$ cat config.mk
export PLATFORM = sky130hd
export DESIGN_NAME = k_smallest_select
export DESIGN_NICKNAME = d
export VERILOG_FILES = /design/src/kss_pkg.sv /design/src/kss_cell.sv /design/src/k_smallest_select.sv
export SDC_FILE = /design/constraint.sdc
export NUM_CORES = 2
export LEC_CHECK = 0
export BUFFER_PORTS_ARGS = -buffer_cell sky130_fd_sc_hd__buf_2
export CORE_UTILIZATION = 65
export DETAILED_ROUTE_END_ITERATION = 8
export MAX_ROUTING_LAYER = met4
export PLACE_DENSITY_LB_ADDON = 0.15
export SYNTH_ARGS = -nofsm -noshare
export SYNTH_HDL_FRONTEND = slang
export SYNTH_HIERARCHICAL = 1
export SYNTH_SLANG_ARGS = --single-unit
$ cat constraint.sdc
create_clock -name clk -period 6.1 [get_ports clk]
set_input_delay 0.305 -clock clk [delete_from_list [all_inputs] [get_ports clk]]
set_output_delay 0.305 -clock clk [all_outputs]
set_load 0.005 [all_outputs]
$ cat src/kss_pkg.sv
`default_nettype none
package kss_pkg;

	localparam int MAX_K    = 16;
	localparam int KEY_BITS = 32;
	localparam int TAG_BITS = 16;
	localparam int SEL_BITS = 5;
	localparam logic [SEL_BITS-1:0] SEL_RESET = SEL_BITS'(6);

	typedef struct packed {
		logic [KEY_BITS-1:0] key;
		logic [TAG_BITS-1:0] tag;
		logic                last_item;
	} kss_item_t;

	typedef struct packed {
		logic [KEY_BITS-1:0] out_key;
		logic [TAG_BITS-1:0] out_tag;
		logic                out_last;
	} kss_result_t;

	typedef struct packed {
		logic [KEY_BITS-1:0] key;
		logic [TAG_BITS-1:0] tag;
		logic                valid;
	} kss_entry_t;

	typedef struct packed {
		logic insert;
		logic shift;
		logic in_range;
	} kss_ctrl_t;

endpackage
`default_nettype wire

$ cat src/kss_cell.sv
`default_nettype none
module kss_cell (
	input  wire                          clk,
	input  wire                          arst_n,
	input  kss_pkg::kss_ctrl_t           ctrl,
	input  wire [kss_pkg::KEY_BITS-1:0]  new_key,
	input  wire [kss_pkg::TAG_BITS-1:0]  new_tag,
	input  kss_pkg::kss_entry_t          prev_entry,
	input  wire                          prev_keep,
	input  kss_pkg::kss_entry_t          next_entry,
	output kss_pkg::kss_entry_t          entry,
	output logic                         keep
);
	import kss_pkg::*;

	logic [KEY_BITS-1:0] key_q;
	logic [TAG_BITS-1:0] tag_q;
	logic                valid_q;

	// entry stays put when it is in range and not above the new key
	assign keep = valid_q && ctrl.in_range && (key_q <= new_key);

	always_ff @(posedge clk or negedge arst_n) begin
		if (!arst_n) begin
			valid_q <= 1'b0;
		end else if (ctrl.insert) begin
			if (keep) begin
				valid_q <= 1'b1;
			end else if (prev_keep) begin
				valid_q <= ctrl.in_range;
			end else begin
				valid_q <= prev_entry.valid && ctrl.in_range;
			end
		end else if (ctrl.shift) begin
			valid_q <= next_entry.valid;
		end
	end

	always_ff @(posedge clk) begin
		if (ctrl.insert && !keep) begin
			if (prev_keep) begin
				key_q <= new_key;
				tag_q <= new_tag;
			end else begin
				key_q <= prev_entry.key;
				tag_q <= prev_entry.tag;
			end
		end else if (ctrl.shift) begin
			key_q <= next_entry.key;
			tag_q <= next_entry.tag;
		end
	end

	assign entry = '{key: key_q, tag: tag_q, valid: valid_q};

endmodule
`default_nettype wire

$ cat src/k_smallest_select.sv
// The first result of a set is offered in the cycle after its last item transfers.
// Throughput: one item per cycle while a set loads; every cell compares in parallel.
// Output: min(n,k) results, one per cycle unless stalled, shifted out of the cell chain;
//   the item channel stalls from the last item until the final result transfers.
// Reset (arst_n low, asynchronous): all cells empty, no output pending, select_count = 6.
`default_nettype none
module k_smallest_select (
	input  wire                                 clk,
	input  wire                                 arst_n,
	input  wire                                 select_count_we,
	input  wire [kss_pkg::SEL_BITS-1:0]         select_count_wdata,
	input  wire                                 item_valid,
	output logic                                item_stall,
	input  kss_pkg::kss_item_t                  item,
	output logic                                result_valid,
	input  wire                                 result_stall,
	output kss_pkg::kss_result_t                result
);
	import kss_pkg::*;

	logic [SEL_BITS-1:0] select_count_q;
	logic                drain_q;

	logic       item_xfer;
	logic       result_xfer;

	kss_entry_t ent  [MAX_K];
	kss_entry_t prv  [MAX_K];
	kss_entry_t nxt  [MAX_K];
	logic       keep [MAX_K];
	logic       pkeep[MAX_K];
	kss_ctrl_t  ctrl [MAX_K];

	// k register; a write of zero acts as one, anything past the chain length fills it
	always_ff @(posedge clk or negedge arst_n) begin
		if (!arst_n) begin
			select_count_q <= SEL_RESET;
		end else if (select_count_we) begin
			select_count_q <= select_count_wdata;
		end
	end

	// hold off new items while the sorted list drains
	assign item_stall  = drain_q;
	assign item_xfer   = item_valid && !item_stall;
	assign result_xfer = result_valid && !result_stall;

	always_ff @(posedge clk or negedge arst_n) begin
		if (!arst_n) begin
			drain_q <= 1'b0;
		end else if (item_xfer && item.last_item) begin
			drain_q <= 1'b1;
		end else if (result_xfer && result.out_last) begin
			drain_q <= 1'b0;
		end
	end

	// Chain: cell 0 holds the smallest key. On insert each cell keeps, takes the new
	// item, or takes its neighbor nearer cell 0; on drain every cell advances toward cell 0.
	genvar i;
	generate
		for (i = 0; i < MAX_K; i++) begin : g_cell
			if (i == 0) begin : g_head
				assign prv[i]   = '0;
				assign pkeep[i] = 1'b1;
			end else begin : g_body
				assign prv[i]   = ent[i-1];
				assign pkeep[i] = keep[i-1];
			end
			if (i == MAX_K - 1) begin : g_tail
				assign nxt[i] = '0;
			end else begin : g_mid
				assign nxt[i] = ent[i+1];
			end

			// cells at or past k drop out at the next insert, which trims a lowered k
			assign ctrl[i] = '{
				insert:   item_xfer,
				shift:    result_xfer,
				in_range: (i == 0) || (32'(i) < 32'(select_count_q))
			};

			kss_cell u_cell (
				.clk        (clk),
				.arst_n     (arst_n),
				.ctrl       (ctrl[i]),
				.new_key    (item.key),
				.new_tag    (item.tag),
				.prev_entry (prv[i]),
				.prev_keep  (pkeep[i]),
				.next_entry (nxt[i]),
				.entry      (ent[i]),
				.keep       (keep[i])
			);
		end
	endgenerate

	// head cell is the output register; the final result is the one with no successor
	assign result_valid = drain_q && ent[0].valid;
	assign result       = '{out_key: ent[0].key, out_tag: ent[0].tag, out_last: !nxt[0].valid};

endmodule
`default_nettype wire

### Yosys cells after proc, flatten, opt, wreduce, memory -nomap -nowiden

Cells that the tools add are included.

* word-level logic and storage cells: 343
* flip-flop bits (word level): 790
* output and inout port bits: 51

* $lt $le $gt $ge: 31
* muxes and demuxes: 158
* reduce and logical (&&, ||, !) cells: 104

Operators with widths (number)
* 2-to-1 mux 32 bit: 47
* 2-to-1 mux 16 bit: 47
* less-or-equal comparator 32 bit: 16
* logical AND 1 bit: 67
* 2-to-1 mux 1 bit: 64
* < comparator 4 x 5 -> 1 bit (first input constant): 8
* nonzero test 2 bit: 18
* < comparator 3 x 5 -> 1 bit (first input constant): 4
* logical NOT 1 bit: 19
* < comparator 2 x 5 -> 1 bit (first input constant): 2
* < comparator 1 x 5 -> 1 bit (first input constant): 1

### Depth between registers and ports, before layout

* depth in word-level cells: 6
* gate-level depth with buffers: 12
* gate-level depth less buffers: 10

### Hierarchy

Netlist, hierarchy kept.

By module, submodules not included
* kss_cell: sequential area each 1466.4 sq um, cells an instance 282, area each 3704.8 sq um, instances 16
* k_smallest_select: sequential area each 152.6 sq um, cells an instance 45, area each 384.1 sq um, instances 1

### Worst setup path before layout

OpenSTA, ideal clock, no wires.

* kind: register -> register
* start: reg drain_q, in the netlist item_stall
* end: reg g_cell[0].u_cell.key_q[0], enable pin
* arrival time: 4.251 ns
* cell stages (with the launch flop): 6
* data required time: 5.692 ns
* path slack: 1.441 ns
* buffers on the path: 1
* clock period less this slack: 4.659 ns
* path through: dfrtp_1 nor2b_1 nand2_1 o211ai_4 buf_6 or2_1

RTL lines
* start: declaration: line k_smallest_select.sv:22 `logic drain_q;`
* start signal: assignment: line k_smallest_select.sv:50 `drain_q <= 1'b0;`
* start signal: assignment: line k_smallest_select.sv:52 `drain_q <= 1'b1;`
* start signal: assignment: line k_smallest_select.sv:54 `drain_q <= 1'b0;`
* end signal: assignment: line kss_cell.sv:42 `key_q <= new_key;`
* end signal: assignment: line kss_cell.sv:45 `key_q <= prev_entry.key;`
* end signal: assignment: line kss_cell.sv:49 `key_q <= next_entry.key;`
* end: declaration: line kss_cell.sv:16 `logic [KEY_BITS-1:0] key_q;`

==> tab_implementation.tex <==
\begin{tabular}{lr}
\hline
Metric & Value \\
\hline
\multicolumn{2}{l}{\textbf{STA}} \\
\quad RSZ-0062 raised after global routing & false \\
\quad Pins Over Slew Limit & 0 \\
\quad Headroom to the max-slew limit & 20.68\% \\
\quad Fmax & 242.4 MHz \\
\quad Final hold violation count & 0 \\
\quad Period utilization & 67.63\% \\
\quad Setup Total Neg Slack & 0 ns \\
\quad Final worst clock skew & 0.03226 ns \\
\quad Transition time of the tightest slew-check pin & 1.190 ns \\
\quad Finish-stage setup viols & 0 \\
\quad Tmin final & 4.125 ns \\
\multicolumn{2}{l}{\textbf{Global routing}} \\
\quad Met3 usage in global routing & 3.206\% \\
\quad Vias in the first global route & 37.54k \\
\quad Met2 track utilization from global routing & 45.71\% \\
\quad Number of antenna violations at the first check in global routing & 1 \\
\quad Grt ovf & 0 \\
\quad GRT Overall Usage & 29.38\% \\
\quad Wire length of the first global-routing pass & 211.6 mm \\
\quad GR Util met1 & 40.81\% \\
\quad Gr busiest metal & met2 \\
\quad Largest net degree at the start of global routing & 50 \\
\multicolumn{2}{l}{\textbf{Floorplanning}} \\
\quad Number of placement rows & 110 \\
\quad Ports placed on the boundary & 110 \\
\quad Core footprint & 90420 sq um \\
\quad DIE HEIGHT & 304.9 um \\
\quad Floorplan die area & 92980 sq um \\
\quad Effective utilization at floorplan & 65.96\% \\
\quad Die width & 304.9 um \\
\multicolumn{2}{l}{\textbf{Status}} \\
\quad Result of the run & finished clean \\
\multicolumn{2}{l}{\textbf{Power}} \\
\quad Cell leakage power & 27.09 nW \\
\quad Largest voltage drop on the vdd net & 0.3987 mV \\
\quad Pwr/cell area & 552.3 nW/um\^{}2 \\
\multicolumn{2}{l}{\textbf{Clocking}} \\
\quad Clock tree from TritonCTS & yes \\
\quad H-tree levels & 3 \\
\quad Clock sink count & 790 \\
\quad Clock latency at the later pin of the worst-skew pair & 0.68 ns \\
\quad TritonCTS buffer count & 91 \\
\quad Number of gates resized after CTS & 0 \\
\quad CTS max path bufs & 3 \\
\quad Clock-pin slew reported for the worst setup and hold paths after clock tree synthesis & 0.06 ns \\
\quad Clock root buffer & sky130\_fd\_sc\_hd\_\_clkbuf\_16 \\
\multicolumn{2}{l}{\textbf{Layout}} \\
\quad Multi-input logic area & 33340 sq um \\
\quad Share of layout cells above drive strength 1 & 39.14\% \\
\quad Final net count & 5343 \\
\quad Final core occ & 71.17\% \\
\quad Fillers & 6179 \\
\quad Area growth syn-to-layout & 7.900\% \\
\quad FF/Latch Area & 23620 sq um \\
\multicolumn{2}{l}{\textbf{Route}} \\
\quad Count of routing violations after the opening detailed-route iteration & 2544 \\
\quad Total routed wirelength & 132.2 mm \\
\quad Detailed-route vias per instance & 6.078 \\
\quad Post-route ant nets & 0 \\
\quad Routed wirelength normalized by instance count & 21.95 um \\
\quad Detailed-route DRC error count & 0 \\
\quad First-pass DRT Iterations & 6 \\
\quad Via count & 36.60k \\
\multicolumn{2}{l}{\textbf{Worst hold path}} \\
\quad Min-delay worst type & in2async \\
\multicolumn{2}{l}{\textbf{Critical path}} \\
\quad Critical path capture point type & flop \\
\quad Critical path fanouts, max & 27 \\
\quad Kind of start point of the critical path & flop \\
\quad Worst-case register-to-register setup slack & 1.97 ns \\
\quad Crit path kind & reg2reg \\
\quad CP required & 6.51 ns \\
\quad CP Data Arrival Time & 4.54 ns \\
\multicolumn{2}{l}{\textbf{Synthesis}} \\
\quad Synth Instances & 4554 \\
\quad Post-synthesis instance area & 59640 sq um \\
\quad Average footprint of a synthesized cell & 13.10 sq um \\
\quad Count of warnings emitted by yosys & 6 \\
\multicolumn{2}{l}{\textbf{Placed design}} \\
\quad Input/output buffers & 109 \\
\quad Final Wtd Congestion & 0.9099 \\
\quad Detailed Place HPWL & 101.7 mm \\
\multicolumn{2}{l}{\textbf{Run}} \\
\quad Count of maximum capacitance violations & 0 \\
\hline
\end{tabular}
-- final timing paths --
kind | start | end | cells past startpoint
min | arst_n | select_count_q[4] | 2
max reg2reg | g_cell[10].u_cell/key_q[31] | g_cell[11].u_cell/key_q[19] | 10
max in group asynchronous | arst_n | item_stall | 2
min reg2reg | g_cell[15].u_cell/tag_q[9] | g_cell[14].u_cell/tag_q[9] | 1
max | g_cell[10].u_cell/key_q[31] | g_cell[11].u_cell/key_q[19] | 10
min in group clk | item[44] | g_cell[15].u_cell/key_q[27] | 3
-- critical path, cell delays in order (launching register included) --
cell                       delay [ns]
sky130_fd_sc_hd__edfxtp_1        0.47
sky130_fd_sc_hd__ha_1            0.34
sky130_fd_sc_hd__nand4_1         0.19
sky130_fd_sc_hd__nor2_1          0.08
sky130_fd_sc_hd__a21oi_1         0.14
sky130_fd_sc_hd__nor4b_1         0.81
sky130_fd_sc_hd__nand2_1         0.23
sky130_fd_sc_hd__a21oi_4         0.69
sky130_fd_sc_hd__buf_12          0.28
sky130_fd_sc_hd__mux2_2          0.37
sky130_fd_sc_hd__mux2_4          0.25
-- layout make-up --
type                            count  share of cell area, %
Clock buffer                      130                  3.879
Clock inverter                     35                 0.3013
Multi-Input combinational cell   3174                  51.80
Tap cell                         1176                  2.286
Inverter                          514                  2.998
Timing Repair Buffer              201                  2.034
Sequential cell                   790                  36.69
Antenna cell                        2               0.007777
-- flip-flops by register name (all words and copies together) (netlist names) --
| signal | count |
|---|---|
| g_cell.u_cell/tag_q | 256 |
| select_count_q | 5 |
| item_stall | 1 |
| g_cell.u_cell/valid_q | 16 |
| g_cell.u_cell/key_q | 512 |
-- where the power goes --
group	switching, mW	internal (mW)
Combinational	7.66	10.0
Clock	2.23	2.84
Sequential	2.30	10.5
-- placed cells by master (no fill, tap or decap), types with 64 or more instances in the layout --
cell and count:
sky130_fd_sc_hd__ha_1 512, sky130_fd_sc_hd__buf_2 109, sky130_fd_sc_hd__a21o_1 64, sky130_fd_sc_hd__nand2_1 149, sky130_fd_sc_hd__mux2_4 768, sky130_fd_sc_hd__nand3_1 65
sky130_fd_sc_hd__mux2_2 773, sky130_fd_sc_hd__clkbuf_16 93, sky130_fd_sc_hd__nand4_1 128, sky130_fd_sc_hd__buf_4 75, sky130_fd_sc_hd__a21oi_1 212, sky130_fd_sc_hd__edfxtp_1 768
sky130_fd_sc_hd__conb_1 104, sky130_fd_sc_hd__inv_1 514
-- timing repair --
| action | in CTS | in global routing |
|---|---|---|
| hold buffers | 14 | 0 |
| endpoints found under the hold margin | 26 | 0 |
| buffers inserted | 0 | 0 |
-- through the flow --
step                      cell area, sq um  total power, mW  hold WS, ns  std cells  worst slack [ns]
after floorplan                      60030            26.39     0.009409       4656             1.441
after global placement               61520            29.63       0.3537       5841             1.617
after detailed placement             61520            30.44       0.3599       5841             1.487
after CTS                            64350            35.61       0.1806       6020             1.978
after global routing                 64350            37.68       0.2224       6021             1.736
final                                64360            35.54       0.2074       6022             1.975
-- metal layers --
| metal | wire length, um | vias up |
|---|---|---|
| li1 | - | 17510 |
| met1 | 62330 | 18070 |
| met2 | 60710 | 841 |
| met3 | 6036 | 189 |
| met4 | 3126 | 0 |
| met5 | 0 | - |
(Power assumes the default switching activity.)
